### src/rtl/mrhd_pkg.sv
`default_nettype none

package mrhd_pkg;

  localparam int NUM_MOTORS = 4;
  localparam int FRAC_BITS  = 8;

  localparam int LVL_W = FRAC_BITS + 8;
  localparam int SUM_W = ((LVL_W > 16) ? LVL_W : 16) + 2;
  localparam int IDX_W = (NUM_MOTORS > 1) ? $clog2(NUM_MOTORS) : 1;
  localparam int CNT_W = $clog2(NUM_MOTORS + 1);

  localparam logic signed [7:0] LEVEL_MAX = 8'sd100;

  localparam logic OP_SET  = 1'b0;
  localparam logic OP_TICK = 1'b1;

  localparam logic [1:0] REG_INTERVAL = 2'd0;
  localparam logic [1:0] REG_STEP     = 2'd1;
  localparam logic [1:0] REG_REVERSE  = 2'd2;

  localparam logic [19:0] INTERVAL_RST = 20'd20000;
  localparam logic [15:0] STEP_RST     = 16'd256;
  localparam logic [3:0]  REVERSE_RST  = 4'd10;

  typedef logic signed [LVL_W-1:0] lvl_t;

  typedef struct packed {
    logic       changed;
    logic [7:0] duty;
    logic       b_high;
    logic       brake;
  } drive_t;

  typedef struct packed {
    logic [1:0] idx;
    logic [7:0] duty;
    logic       b_high;
    logic       brake;
    logic       last;
  } res_t;

  typedef logic [7:0] duty_tbl_t [128];

  // round(a * 255 / 100), saturated
  function automatic duty_tbl_t duty_table();
    duty_tbl_t t;
    for (int i = 0; i < 128; i++) begin
      t[i] = (((i * 255 + 50) / 100) > 255) ? 8'd255 : 8'((i * 255 + 50) / 100);
    end
    return t;
  endfunction

  localparam duty_tbl_t DUTY_TBL = duty_table();

endpackage

`default_nettype wire

### src/rtl/mrhd_drive_enc.sv
`default_nettype none

module mrhd_drive_enc (
  input  mrhd_pkg::lvl_t   old_lvl_i,
  input  mrhd_pkg::lvl_t   new_lvl_i,
  input  logic             inv_i,
  output mrhd_pkg::drive_t drive_o
);
  import mrhd_pkg::*;

  // round half away from zero to a signed integer level
  function automatic logic signed [7:0] round_lvl(lvl_t x);
    logic [LVL_W-1:0] mag;
    logic [LVL_W-1:0] sum;
    logic [6:0]       r;
    mag = (x < 0) ? LVL_W'(-x) : LVL_W'(x);
    sum = mag + LVL_W'(1 << (FRAC_BITS - 1));
    r   = 7'(sum >> FRAC_BITS);
    return (x < 0) ? -$signed({1'b0, r}) : $signed({1'b0, r});
  endfunction

  logic signed [7:0] v_old;
  logic signed [7:0] v_new;
  logic [6:0]        mag_new;
  logic [7:0]        duty_raw;
  logic              rev;

  assign v_old    = round_lvl(old_lvl_i);
  assign v_new    = round_lvl(new_lvl_i);
  assign mag_new  = (v_new < 0) ? 7'(-v_new) : 7'(v_new);
  assign duty_raw = DUTY_TBL[mag_new];
  assign rev      = (v_new < 0) ^ inv_i;

  always_comb begin
    drive_o.changed = (v_new != v_old);
    if (v_new == 8'sd0) begin
      drive_o.duty   = 8'd255;
      drive_o.b_high = 1'b1;
      drive_o.brake  = 1'b1;
    end else if (rev) begin
      drive_o.duty   = 8'd255 - duty_raw;
      drive_o.b_high = 1'b1;
      drive_o.brake  = 1'b0;
    end else begin
      drive_o.duty   = duty_raw;
      drive_o.b_high = 1'b0;
      drive_o.brake  = 1'b0;
    end
  end

endmodule

`default_nettype wire

### src/rtl/motor_ramp_hbridge_drive.sv
`default_nettype none

// channel   direction  handshake                 payload
// in        input      in_valid_i / in_ready_o   operation, motor_index, target, elapsed_us
// out       output     out_valid_o / out_ready_i motor_index_res, line_a_duty, line_b_high,
//                                                brake, last
// apb       input      psel, penable, pwrite     paddr, pwdata, prdata (pready tied high)
//
// a set transfer and a tick below the interval leave the block idle and ready
// a tick that updates reads the level memories one channel a cycle unless the
// output stalls, with write-back from the calc stage one channel behind the read
// a stalled output holds the channel pipeline only when a new result and the
// held result both wait for the output register
// reset clears the control and config registers and the entry valid bits; no memory clearing pass

module motor_ramp_hbridge_drive (
  input  logic        clk_i,
  input  logic        rst_ni,

  input  logic        in_valid_i,
  output logic        in_ready_o,
  input  logic        operation_i,
  input  logic [1:0]  motor_index_i,
  input  logic signed [7:0] target_i,
  input  logic [15:0] elapsed_us_i,

  output logic        out_valid_o,
  input  logic        out_ready_i,
  output logic [1:0]  motor_index_res_o,
  output logic [7:0]  line_a_duty_o,
  output logic        line_b_high_o,
  output logic        brake_o,
  output logic        last_o,

  input  logic        psel,
  input  logic        penable,
  input  logic        pwrite,
  input  logic [3:0]  paddr,
  input  logic [31:0] pwdata,
  output logic [31:0] prdata,
  output logic        pready
);
  import mrhd_pkg::*;

  typedef enum logic [2:0] {
    ST_IDLE  = 3'b001,
    ST_RUN   = 3'b010,
    ST_FLUSH = 3'b100
  } state_e;

  state_e state_q, state_d;

  logic [19:0] interval_q;
  logic [15:0] step_q;
  logic [3:0]  rmask_q;
  logic [31:0] acc_q;

  logic signed [7:0] tgt_mem [NUM_MOTORS];
  lvl_t              act_mem [NUM_MOTORS];
  logic [NUM_MOTORS-1:0] tgt_vld_q;
  logic [NUM_MOTORS-1:0] act_vld_q;
  logic signed [7:0] rd_tgt_q;
  lvl_t              rd_act_q;
  logic              rd_tvld_q;
  logic              rd_avld_q;

  logic [CNT_W-1:0] rd_cnt_q;
  logic             calc_v_q;
  logic [IDX_W-1:0] calc_idx_q;
  logic             pend_v_q;
  res_t             pend_q;
  logic             out_v_q;
  res_t             out_q;

  logic              in_xfer;
  logic              cfg_wr;
  logic [31:0]       acc_sum;
  logic              tick_hit;
  logic              set_we;
  logic signed [7:0] tgt_sat;
  logic [IDX_W-1:0]  rd_idx;
  logic signed [7:0] tgt_cur;
  lvl_t              act_cur;
  logic signed [SUM_W-1:0] old_x;
  logic signed [SUM_W-1:0] tgt_x;
  logic signed [SUM_W-1:0] step_x;
  logic signed [SUM_W-1:0] up_x;
  logic signed [SUM_W-1:0] dn_x;
  logic signed [SUM_W-1:0] nv_x;
  lvl_t              new_lvl;
  drive_t            drv;
  logic              new_res;
  logic              out_free;
  logic              stall;
  logic              advance;
  logic              rd_en;
  logic              wr_en;
  logic              push_pend;
  logic              flush_out;

  // apb registers
  assign pready = 1'b1;
  assign cfg_wr = psel & penable & pwrite & pready;

  always_comb begin
    case (paddr[3:2])
      REG_INTERVAL: prdata = 32'(interval_q);
      REG_STEP:     prdata = 32'(step_q);
      REG_REVERSE:  prdata = 32'(rmask_q);
      default:      prdata = 32'd0;
    endcase
  end

  always_ff @(posedge clk_i or negedge rst_ni) begin
    if (!rst_ni) begin
      interval_q <= INTERVAL_RST;
      step_q     <= STEP_RST;
      rmask_q    <= REVERSE_RST;
    end else if (cfg_wr) begin
      case (paddr[3:2])
        REG_INTERVAL: interval_q <= pwdata[19:0];
        REG_STEP:     step_q     <= pwdata[15:0];
        REG_REVERSE:  rmask_q    <= pwdata[3:0];
        default: ;
      endcase
    end
  end

  // input side
  assign in_ready_o = (state_q == ST_IDLE);
  assign in_xfer    = in_valid_i & in_ready_o;
  assign acc_sum    = acc_q + 32'(elapsed_us_i);
  assign tick_hit   = (acc_sum >= 32'(interval_q));
  assign set_we     = in_xfer && (operation_i == OP_SET)
                      && (32'(motor_index_i) < 32'(NUM_MOTORS));
  assign tgt_sat    = (target_i > LEVEL_MAX) ? LEVEL_MAX :
                      (target_i < -LEVEL_MAX) ? -LEVEL_MAX : target_i;

  // ramp datapath on the registered read data
  assign rd_idx  = rd_cnt_q[IDX_W-1:0];
  assign tgt_cur = rd_tvld_q ? rd_tgt_q : 8'sd0;
  assign act_cur = rd_avld_q ? rd_act_q : lvl_t'(0);
  assign old_x   = SUM_W'(act_cur);
  assign tgt_x   = SUM_W'(tgt_cur) <<< FRAC_BITS;
  assign step_x  = $signed(SUM_W'(step_q));
  assign up_x    = old_x + step_x;
  assign dn_x    = old_x - step_x;

  always_comb begin
    if (tgt_x == old_x) begin
      nv_x = old_x;
    end else if (tgt_x > old_x) begin
      nv_x = (up_x > tgt_x) ? tgt_x : up_x;
    end else begin
      nv_x = (dn_x < tgt_x) ? tgt_x : dn_x;
    end
  end

  assign new_lvl = LVL_W'(nv_x);

  mrhd_drive_enc u_enc (
    .old_lvl_i (act_cur),
    .new_lvl_i (new_lvl),
    .inv_i     (rmask_q[calc_idx_q]),
    .drive_o   (drv)
  );

  // sequencing
  assign new_res   = calc_v_q && drv.changed;
  assign out_free  = !out_v_q || out_ready_i;
  assign stall     = new_res && pend_v_q && !out_free;
  assign advance   = (state_q == ST_RUN) && !stall;
  assign rd_en     = advance && (rd_cnt_q < CNT_W'(NUM_MOTORS));
  assign wr_en     = advance && calc_v_q;
  assign push_pend = advance && new_res && pend_v_q;
  assign flush_out = (state_q == ST_FLUSH) && pend_v_q && out_free;

  always_comb begin
    state_d = state_q;
    case (state_q)
      ST_IDLE: begin
        if (in_xfer && (operation_i == OP_TICK) && tick_hit) begin
          state_d = ST_RUN;
        end
      end
      ST_RUN: begin
        if (advance && !calc_v_q && (rd_cnt_q == CNT_W'(NUM_MOTORS))) begin
          state_d = ST_FLUSH;
        end
      end
      ST_FLUSH: begin
        if (!pend_v_q || flush_out) begin
          state_d = ST_IDLE;
        end
      end
      default: state_d = ST_IDLE;
    endcase
  end

  always_ff @(posedge clk_i or negedge rst_ni) begin
    if (!rst_ni) begin
      state_q    <= ST_IDLE;
      acc_q      <= 32'd0;
      rd_cnt_q   <= '0;
      calc_v_q   <= 1'b0;
      calc_idx_q <= '0;
      pend_v_q   <= 1'b0;
      out_v_q    <= 1'b0;
      tgt_vld_q  <= '0;
      act_vld_q  <= '0;
      rd_tvld_q  <= 1'b0;
      rd_avld_q  <= 1'b0;
    end else begin
      state_q <= state_d;
      if (in_xfer && (operation_i == OP_TICK)) begin
        acc_q <= tick_hit ? 32'd0 : acc_sum;
      end
      if (state_q == ST_IDLE) begin
        rd_cnt_q <= '0;
        calc_v_q <= 1'b0;
      end else if (advance) begin
        calc_v_q   <= rd_en;
        calc_idx_q <= rd_idx;
        if (rd_en) begin
          rd_cnt_q <= rd_cnt_q + CNT_W'(1);
        end
      end
      if (set_we) begin
        tgt_vld_q[IDX_W'(motor_index_i)] <= 1'b1;
      end
      if (wr_en) begin
        act_vld_q[calc_idx_q] <= 1'b1;
      end
      if (rd_en) begin
        rd_tvld_q <= tgt_vld_q[rd_idx];
        rd_avld_q <= act_vld_q[rd_idx];
      end
      if (advance && new_res) begin
        pend_v_q <= 1'b1;
      end else if (flush_out) begin
        pend_v_q <= 1'b0;
      end
      if (push_pend || flush_out) begin
        out_v_q <= 1'b1;
      end else if (out_ready_i) begin
        out_v_q <= 1'b0;
      end
    end
  end

  // level memories, read-modify-write one channel behind the read
  always_ff @(posedge clk_i) begin
    if (set_we) begin
      tgt_mem[IDX_W'(motor_index_i)] <= tgt_sat;
    end
    if (wr_en) begin
      act_mem[calc_idx_q] <= new_lvl;
    end
    if (rd_en) begin
      rd_tgt_q <= tgt_mem[rd_idx];
      rd_act_q <= act_mem[rd_idx];
    end
  end

  // result payload
  always_ff @(posedge clk_i) begin
    if (advance && new_res) begin
      pend_q.idx    <= 2'(calc_idx_q);
      pend_q.duty   <= drv.duty;
      pend_q.b_high <= drv.b_high;
      pend_q.brake  <= drv.brake;
      pend_q.last   <= 1'b0;
    end
    if (push_pend || flush_out) begin
      out_q <= '{idx: pend_q.idx, duty: pend_q.duty, b_high: pend_q.b_high,
                 brake: pend_q.brake, last: flush_out};
    end
  end

  assign out_valid_o       = out_v_q;
  assign motor_index_res_o = out_q.idx;
  assign line_a_duty_o     = out_q.duty;
  assign line_b_high_o     = out_q.b_high;
  assign brake_o           = out_q.brake;
  assign last_o            = out_q.last;

`ifndef SYNTH
  a_idle_no_pending: assert property (@(posedge clk_i) disable iff (!rst_ni)
    (state_q == ST_IDLE) |-> !pend_v_q)
    else $error("held result left behind at end of tick");

  a_load_when_free: assert property (@(posedge clk_i) disable iff (!rst_ni)
    (push_pend || flush_out) |-> out_free)
    else $error("output register overwritten before transfer");

  a_short_tick_idle: assert property (@(posedge clk_i) disable iff (!rst_ni)
    (in_xfer && (operation_i == OP_TICK) && !tick_hit) |=> (state_q == ST_IDLE))
    else $error("tick below interval started an update");

  a_rmw_no_overlap: assert property (@(posedge clk_i) disable iff (!rst_ni)
    (rd_en && wr_en) |-> (rd_idx != calc_idx_q))
    else $error("read and write-back hit the same entry");

  a_set_only_idle: assert property (@(posedge clk_i) disable iff (!rst_ni)
    (rd_en || wr_en) |-> !set_we)
    else $error("target write during channel sweep");
`endif

endmodule

`default_nettype wire
### config.mk
export PLATFORM = sky130hd
export DESIGN_NAME = motor_ramp_hbridge_drive
export DESIGN_NICKNAME = d
export VERILOG_FILES = /design/src/rtl/mrhd_pkg.sv /design/src/rtl/mrhd_drive_enc.sv /design/src/rtl/motor_ramp_hbridge_drive.sv
export SDC_FILE = /design/constraint.sdc
export NUM_CORES = 1
export LEC_CHECK = 0
export BUFFER_PORTS_ARGS = -buffer_cell sky130_fd_sc_hd__buf_2
export CAP_MARGIN = 20
export CORE_UTILIZATION = 40
export CTS_BUF_LIST = sky130_fd_sc_hd__clkbuf_2 sky130_fd_sc_hd__clkbuf_4 sky130_fd_sc_hd__clkbuf_8
export DETAILED_ROUTE_END_ITERATION = 7
export PLACE_DENSITY = 0.54
export SKIP_CTS_REPAIR_TIMING = 1
export SLEW_MARGIN = 20
export SYNTH_ARGS = -nofsm -noshare
export SYNTH_HDL_FRONTEND = slang
export SYNTH_SLANG_ARGS = --single-unit
### constraint.sdc
create_clock -name clk_i -period 17.9 [get_ports clk_i]
set_clock_uncertainty 0.05 [all_clocks]
set_input_delay 2.685 -clock clk_i [delete_from_list [all_inputs] [get_ports clk_i]]
set_output_delay 2.685 -clock clk_i [all_outputs]
set_load 0.02 [all_outputs]
==> results of run 1 <==
## power breakdown
group / leakage [nW] / internal [mW] / switching (mW)
registers: 2.49 / 0.692 / 0.0526
logic: 4.71 / 0.972 / 1.63
clock network: 0.477 / 0.318 / 0.227
## kinds of logic after synthesis
| group | Yosys count | synth area share [%] |
|---|---|---|
| other | 2 | 0.0442 |
| xor gates and xnor gates | 100 | 5.63 |
| buffers and inverters | 213 | 5.40 |
| and+or+nand+nor | 553 | 16.4 |
| adders and majority gates | 107 | 7.89 |
| DFF | 238 | 39.4 |
| AOI/OAI and AO/OA | 404 | 17.2 |
| muxes | 98 | 8.06 |
## path summary, 6_finish.rpt
path | startpoint | to | cells after the start
worst max-delay path | rd_avld_q | act_mem[2][6] | 35
worst min-delay path | pend_q[4] | line_a_duty_o[1] | 0
worst max register to register | rd_avld_q | act_mem[2][6] | 35
worst min register to register | pend_q[4] | line_a_duty_o[1] | 0
max in group asynchronous | rst_ni | rd_cnt_q[0] | 2
min in group asynchronous | rst_ni | interval_q[18] | 1
## critical path: cells and delay by family, from the launching register on
kind            cells  cell delay, ns
flops               1            0.33
buf+inv             5            1.83
simple gates       12            3.92
compound gates     11            3.58
xor+xnor            3            0.71
fa+ha+maj           4            1.89
## flip-flops by register name (all words and copies together), names as in the netlist, 4 cells and up
signal and flops:
pend_q 12, tgt_mem 32, rmask_q 4, rd_tgt_q 8, act_mem 64, rd_act_q 16, tgt_vld_q 4, line_a_duty_o 8
acc_q 32, act_vld_q 4, step_q 16, interval_q 20
## per-stage QoR
step	hold slack [ns]	cells	total power, mW	setup WS (ns)	cell area [µm²]
floorplan	0.350	1726	2.80	6.99	17000
global placement	0.353	2272	3.30	5.27	17900
detailed placement	0.356	2272	3.33	5.24	17900
CTS	0.372	2347	3.89	5.14	18800
global route	0.376	2347	4.22	4.20	18800
finish	0.367	2347	3.90	5.10	18800
## final cells by class
cell class	instances	area share (%)
Multi-Input combinational cell	1275	50.5
Clock buffer	60	4.07
Inverter	114	2.28
Clock inverter	15	0.793
Sequential cell	238	35.7
Tap cell	539	3.59
Timing Repair Buffer	106	3.05
## placed cells by master (no fill, tap or decap), drive strengths merged, types with 17 or more instances in the layout
master / count
a211oi: 26
a21oi: 75
mux4: 27
mux2: 37
nor3: 45
o21ai: 77
a21o: 27
nor2: 110
dfrtp: 84
edfxtp: 145
o21bai: 19
inv: 112
nand3: 57
nand2: 178
ha: 104
nand4: 26
clkbuf: 60
xor2: 22
buf: 106
a31oi: 20
and2: 27
xnor2: 77
mux2i: 34
o211ai: 17
## synthesized netlist by cell type (27+ instances only)
library cell,n,share of area [%]
nand2_1,176,3.9
edfxtp_1,145,26
nor2_1,107,2.4
inv_1,106,2.3
ha_1,104,7.7
dfrtp_1,84,12
a21oi_1,74,2.2
o21ai_0,72,2.1
xnor2_1,70,3.6
nand3_1,55,1.6
nor3_1,43,1.3
clkbuf_1,42,0.93
mux2_2,37,2.5
mux2i_1,33,1.9
buf_2,29,0.85
a21o_1,27,1.2
mux4_2,27,3.6
## layer usage
layer | vias up | GRT usage [%] | wire length [µm]
met2 | 400 | 33.6 | 20500
met4 | 0 | 8.07 | 1520
met3 | 73 | 3.32 | 2290
met5 | - | 0 | 0
li1 | 6460 | - | -
met1 | 6587 | 29.9 | 21900
==> metrics, run 1 <==
I/O pin cnt=118; Syn. warnings=0; ys async rst share=39.1%; IO buf count=90; CTS Buf Count=43; Primary FF master, synth=edfxtp_1; RSZ-0062 raised after global routing=false; fin nets=1953; Post-DRT Antenna Nets=0; post-synthesis sequential area ratio=39.4%; Final period util=71.5%; Die Area=0.0433 mm²; first-pass GRT wire length=73600 µm; Initial Utilization=40.5%; later-pin clock latency in the skew report=0.57 ns; Fill cells=3999; Hold Crit Class=reg -> reg; DRC violations left=0; FP Rows=75; GRT Overall Usage=21.4%; detailed placement HPWL=34100 µm; largest net degree at the start of global routing=53; PwrDens=208 mW/mm²; Yosys reg bits=238; average vias per placed instance=5.76; Final Util=44.7%; ANT cells=0; R2R Setup Slk=5.10 ns; Synth cell types=114; worst stage delay on the critical path=0.87 ns; Clk pin slew, worst setup/hold paths=0.07 ns; Die W=208 µm; Post-Syn Area=0.0170 mm²; Post-synth EDFFs=145; DRT iter0 DRCs=1010; CTS tree=done; outcome=finished clean; share of cells above drive strength 1=17.8%; worst-path maximum fanout=50; area of the multi-input gates=0.00949 mm²; Worst Tran Pin Value=1.07 ns; Max Cap Violations=0; register area=0.00670 mm²; Critical Path Start Type=flop; Avg Cell Area, Syn=9.91 µm²; vias in the first global route=13100; vias=13500; core box area=0.0419 mm²; gpl congestion=0.919; Final Hold Vio Count=0; slowest CP cell=nor3_4; Lkg Pwr=7.67 nW; CP Class=reg -> reg; Syn-to-layout area delta=10.5%; Final min period=12.80 ns; final setup violation count=0; Final Max Slew Viols=0; Worst IR Drop VDD=0.219 mV; die extent in y=208 µm; max_slew headroom=28.6%; TritonRoute pass-1 iters=5; gr ovfl total=0; clock buffer depth=3; Critical Path RT=18.01 ns; fmax=78.1 MHz; initial antenna violation count=1; H-tree depth=2; WL final=46200 µm; crit end category=flop; Syn Inst Count=1715; WP data arrival=12.91 ns; clock root cell=clkbuf_8; routed len/inst=19.7 µm; clk sinks=238; final setup TNS=0 ns
No activity file was read; power rests on OpenSTA's default activity.
==> run 2, diff against run 1 <==
- PLACE_DENSITY: 0.54 -> 0.56
- clock period: 17.9 -> 11.25 ns (I/O delays scaled with it)
==> metrics, run 2 (synthesis results as in run 1) <==
outcome=finished clean; DRC violations left=0; CP Class=reg -> reg; R2R Setup Slk=0.94 ns; clock root cell=clkbuf_8; Critical Path Start Type=flop; fmax=97.0 MHz; most frequent cells in the layout=nand2_1, edfxtp_1, nor2_1; Top Registers=act_mem x64, acc_q x32, tgt_mem x32; clk sinks=238; cells on worst reg2reg path=44; Critical Path Start=rd_avld_q; Critical Path RT=11.44 ns; WL final=46400 µm; GRT met1 Usage=30.6%; PwrDens=335 mW/mm²; Lkg Pwr=7.86 nW; die extent in y=208 µm; max_slew headroom=30.4%; routed len/inst=19.4 µm; first-pass GRT wire length=73600 µm; commonest non-fill, non-tap cell in the layout=nand2_1; TritonRoute pass-1 iters=5; FP Rows=75; r2r startpoint=rd_avld_q; detailed placement HPWL=34600 µm; Worst Tran Pin Value=1.04 ns; CTS tree=done; gpl congestion=0.945; H-tree depth=2; worst stage delay on the critical path=0.53 ns; Worst R2R End=act_mem[2][11]; grt met3 use=3.40%; area of the multi-input gates=0.00952 mm²; GRT Overall Usage=21.6%; core box area=0.0419 mm²; Clk pin slew, worst setup/hold paths=0.06 ns; vias in the first global route=13100; fin nets=1991; gr busiest metal=met2; vias=13600; largest net degree at the start of global routing=54; Initial Utilization=40.5%; I/O pin cnt=118; grt met2 use=33.2%; Max Cap Violations=0; Final period util=91.6%; Worst IR Drop VDD=0.328 mV; Hold Crit Class=reg -> reg; clock buffer depth=3; final setup violation count=0; CP endpoint=act_mem[2][11]; Final Hold Vio Count=0; Largest Register=act_mem; final setup TNS=0 ns; initial antenna violation count=0; RSZ-0062 raised after global routing=false; worst-path maximum fanout=16; Final min period=10.31 ns; ANT cells=0; later-pin clock latency in the skew report=0.61 ns; register area=0.00670 mm²; DRT iter0 DRCs=1033; Fill cells=3942; slowest CP cell=dfrtp_2; max reg flops=64; Syn-to-layout area delta=12.4%; Die Area=0.0433 mm²; Post-DRT Antenna Nets=0; gr ovfl total=0; crit end category=flop; average vias per placed instance=5.69; Final Max Slew Viols=0; IO buf count=90; CTS Buf Count=44; Post-Layout Cell Count=2390; Placed Cells=2308; share of cells above drive strength 1=20.2%; WP data arrival=10.50 ns; Die W=208 µm
==> run 2: worst max-delay path: cells and delay by family, from the launching register on <==
family	cells	cell delay, ns
buf+inv	5	0.89
fa+ha+maj	5	1.25
simple gates	11	2.15
compound gates	18	4.29
xor+xnor	5	0.79
flops	1	0.53
==> run 2: area by class of cell <==
class                   count  area share (%)
clock inverters            11           0.301
flip-flops and latches    238            35.1
clock buffers              70            4.42
inverters                 114            2.24
well taps                 539            3.53
multi-input cells        1275            49.9
repair buffers            143            4.56
==> run 2: power breakdown <==
group	total, mW	internal [mW]	switching [mW]
Combinational	4.38	1.73	2.65
Clock	0.841	0.476	0.365
Sequential	1.18	1.10	0.0806
==> run 2: worst min path at each step <==
stage	from	endpoint	slack, ns	cells past startpoint
after floorplan	pend_q[1]	brake_o	0.35	0
after global placement	pend_q[2]	line_b_high_o	0.35	0
after detailed placement	pend_q[2]	line_b_high_o	0.36	0
after CTS	pend_q[8]	line_a_duty_o[5]	0.37	0
after global routing	pend_q[8]	line_a_duty_o[5]	0.37	0
final	pend_q[8]	line_a_duty_o[5]	0.37	0
==> run 2: layer usage <==
metal,up-vias,part of all wire [%]
met4,0,3.0
li1,6528,-
met3,68,4.7
met1,6627,48
met5,-,0
met2,365,45
==> run 2: stage by stage <==
| step | setup WS, ns | hold WS [ns] | instance area [µm²] | utilization (%) | power, mW |
|---|---|---|---|---|---|
| floorplan | 0.342 | 0.350 | 17000 | - | 4.45 |
| finish | 0.943 | 0.372 | 19100 | 45.5 | 6.40 |
| global route | 0.159 | 0.374 | 19100 | 45.5 | 6.91 |
| detailed placement | 0.521 | 0.356 | 18100 | 43.2 | 5.48 |
| global placement | 0.579 | 0.352 | 18100 | 43.2 | 5.46 |
| CTS | 0.465 | 0.371 | 19000 | 45.4 | 6.36 |
==> run 3, diff against run 2 <==
- CORE_UTILIZATION: 40 -> 25
- PLACE_DENSITY: 0.56 -> 0.38
- SKIP_LAST_GASP: not set -> 1
- clock period: 11.25 -> 9 ns (I/O delays scaled with it)
==> metrics, run 3 (synthesis results as in run 1) <==
vias=14700; r2r startpoint=rd_avld_q; later-pin clock latency in the skew report=0.60 ns; CTS Buf Count=43; cells on worst reg2reg path=40; Post-DP Area=0.0210 mm²; DRT iter0 DRCs=942; Final min period=9.30 ns; Final WS setup=-0.298 ns; worst stage delay on the critical path=0.54 ns; FP Rows=95; Clk pin slew, worst setup/hold paths=0.05 ns; WP data arrival=9.53 ns; CP most frequent cell=xnor2_1; first-pass GRT wire length=84100 µm; Final Util=34.0%; Die W=263 µm; failing checks=negative setup slack; routed len/inst=18.2 µm; Top Registers=act_mem x64, acc_q x32, tgt_mem x32; final setup TNS=-16.38 ns; Max Cap Violations=0; H-tree depth=2; largest net degree at the start of global routing=73; fin nets=2285; most frequent cells in the layout=buf_4, nand2_1, edfxtp_1; clock root cell=clkbuf_8; Post-DRT Antenna Nets=0; Worst R2R End=act_mem[1][3]; WHS Endpoint=line_a_duty_o[4]; area of the multi-input gates=0.0103 mm²; GRT Overall Usage=15.5%; Critical Path RT=9.23 ns; register area=0.00670 mm²; final instance area=0.0228 mm²; R2R Setup Slk=-0.30 ns; core box area=0.0672 mm²; CP Class=reg -> reg; clk sinks=238; max_slew headroom=27.9%; Initial Utilization=25.3%; CTS tree=done; I/O pin cnt=118; outcome=complete, but fails checks; average vias per placed instance=4.86; worst-path maximum fanout=8; TritonRoute pass-1 iters=6; die extent in y=263 µm; max reg flops=64; Fill cells=6891; Final period util=103%; slowest CP cell=or4_4; initial antenna violation count=1; clock buffer depth=3; fmax=108 MHz; Die Area=0.0690 mm²; vias in the first global route=14600; WL final=55000 µm; RSZ-0062 raised after global routing=true; detailed placement HPWL=42100 µm; IO buf count=90; crit end category=flop; hold path depth=0; Worst Tran Pin Value=1.08 ns; Hold Crit Class=reg -> reg; gpl congestion=0.881; Critical Path Start Type=flop; commonest non-fill, non-tap cell in the layout=buf_4; final setup violation count=99; DRC violations left=0; Largest Register=act_mem; share of cells above drive strength 1=36.0%; Syn-to-layout area delta=34.3%; Final Max Slew Viols=0; HP Start=pend_q[7]; gr ovfl total=0; Final Hold Vio Count=0
run 3: changes by cell type in the layout (fill, tap and decap cells not counted), sizes merged:
cell	before	now
clkbuf	70	68
bufinv	0	1
buf	143	434
clkinv	10	12
diode	0	2
clkinvlp	3	1
inv	112	113
run 3: critical path: cells and delay by family (launching register included):
family / cells / cell delay, ns
flops: 1 / 0.44
xor+xnor: 5 / 0.67
buf+inv: 5 / 0.72
fa+ha+maj: 4 / 0.98
simple gates: 13 / 3.02
compound gates: 13 / 3.07
run 3: cell type report:
class	instances	share of cell area, %
diodes	2	0.0219
clock buffers	64	3.45
clock inverters	13	0.411
inverters	114	1.90
multi-input cells	1275	45.0
flip-flops and latches	238	29.3
well taps	873	4.79
repair buffers	438	15.1
run 3: metal layers:
layer / vias to the layer above / global-route usage [%] / share of wire, %
met2: 251 / 24.6 / 45
met3: 67 / 2.25 / 3.6
met1: 7213 / 21.8 / 49
li1: 7123 / - / -
met5: - / 0 / 0
met4: 0 / 4.47 / 2.1
run 3: how the worst max path moves through the flow:
stage / from / slack, ns / to
2_1_floorplan: rd_avld_q / -0.21 / pend_q[7]
3_3_place_gp: rd_avld_q / -0.47 / pend_q[6]
3_5_place_dp: rd_avld_q / -0.42 / pend_q[6]
4_1_cts: rd_avld_q / -0.53 / pend_q[6]
5_1_grt: rd_avld_q / -0.65 / act_mem[1][0]
6_report: rd_avld_q / -0.30 / act_mem[1][3]
run 3: through the flow:
| stage | hold WS, ns | instances | setup slack [ns] |
|---|---|---|---|
| 2_1_floorplan | 0.350 | 1726 | -0.206 |
| 3_3_place_gp | 0.353 | 2908 | -0.468 |
| 3_5_place_dp | 0.360 | 2908 | -0.421 |
| 4_1_cts | 0.371 | 2985 | -0.531 |
| 5_1_grt | 0.376 | 3016 | -0.653 |
| 6_report | 0.370 | 3017 | -0.298 |
Power of run 3 is not shown: default switching activity piles up to over one toggle a cycle in this logic, so the estimate is an artifact.
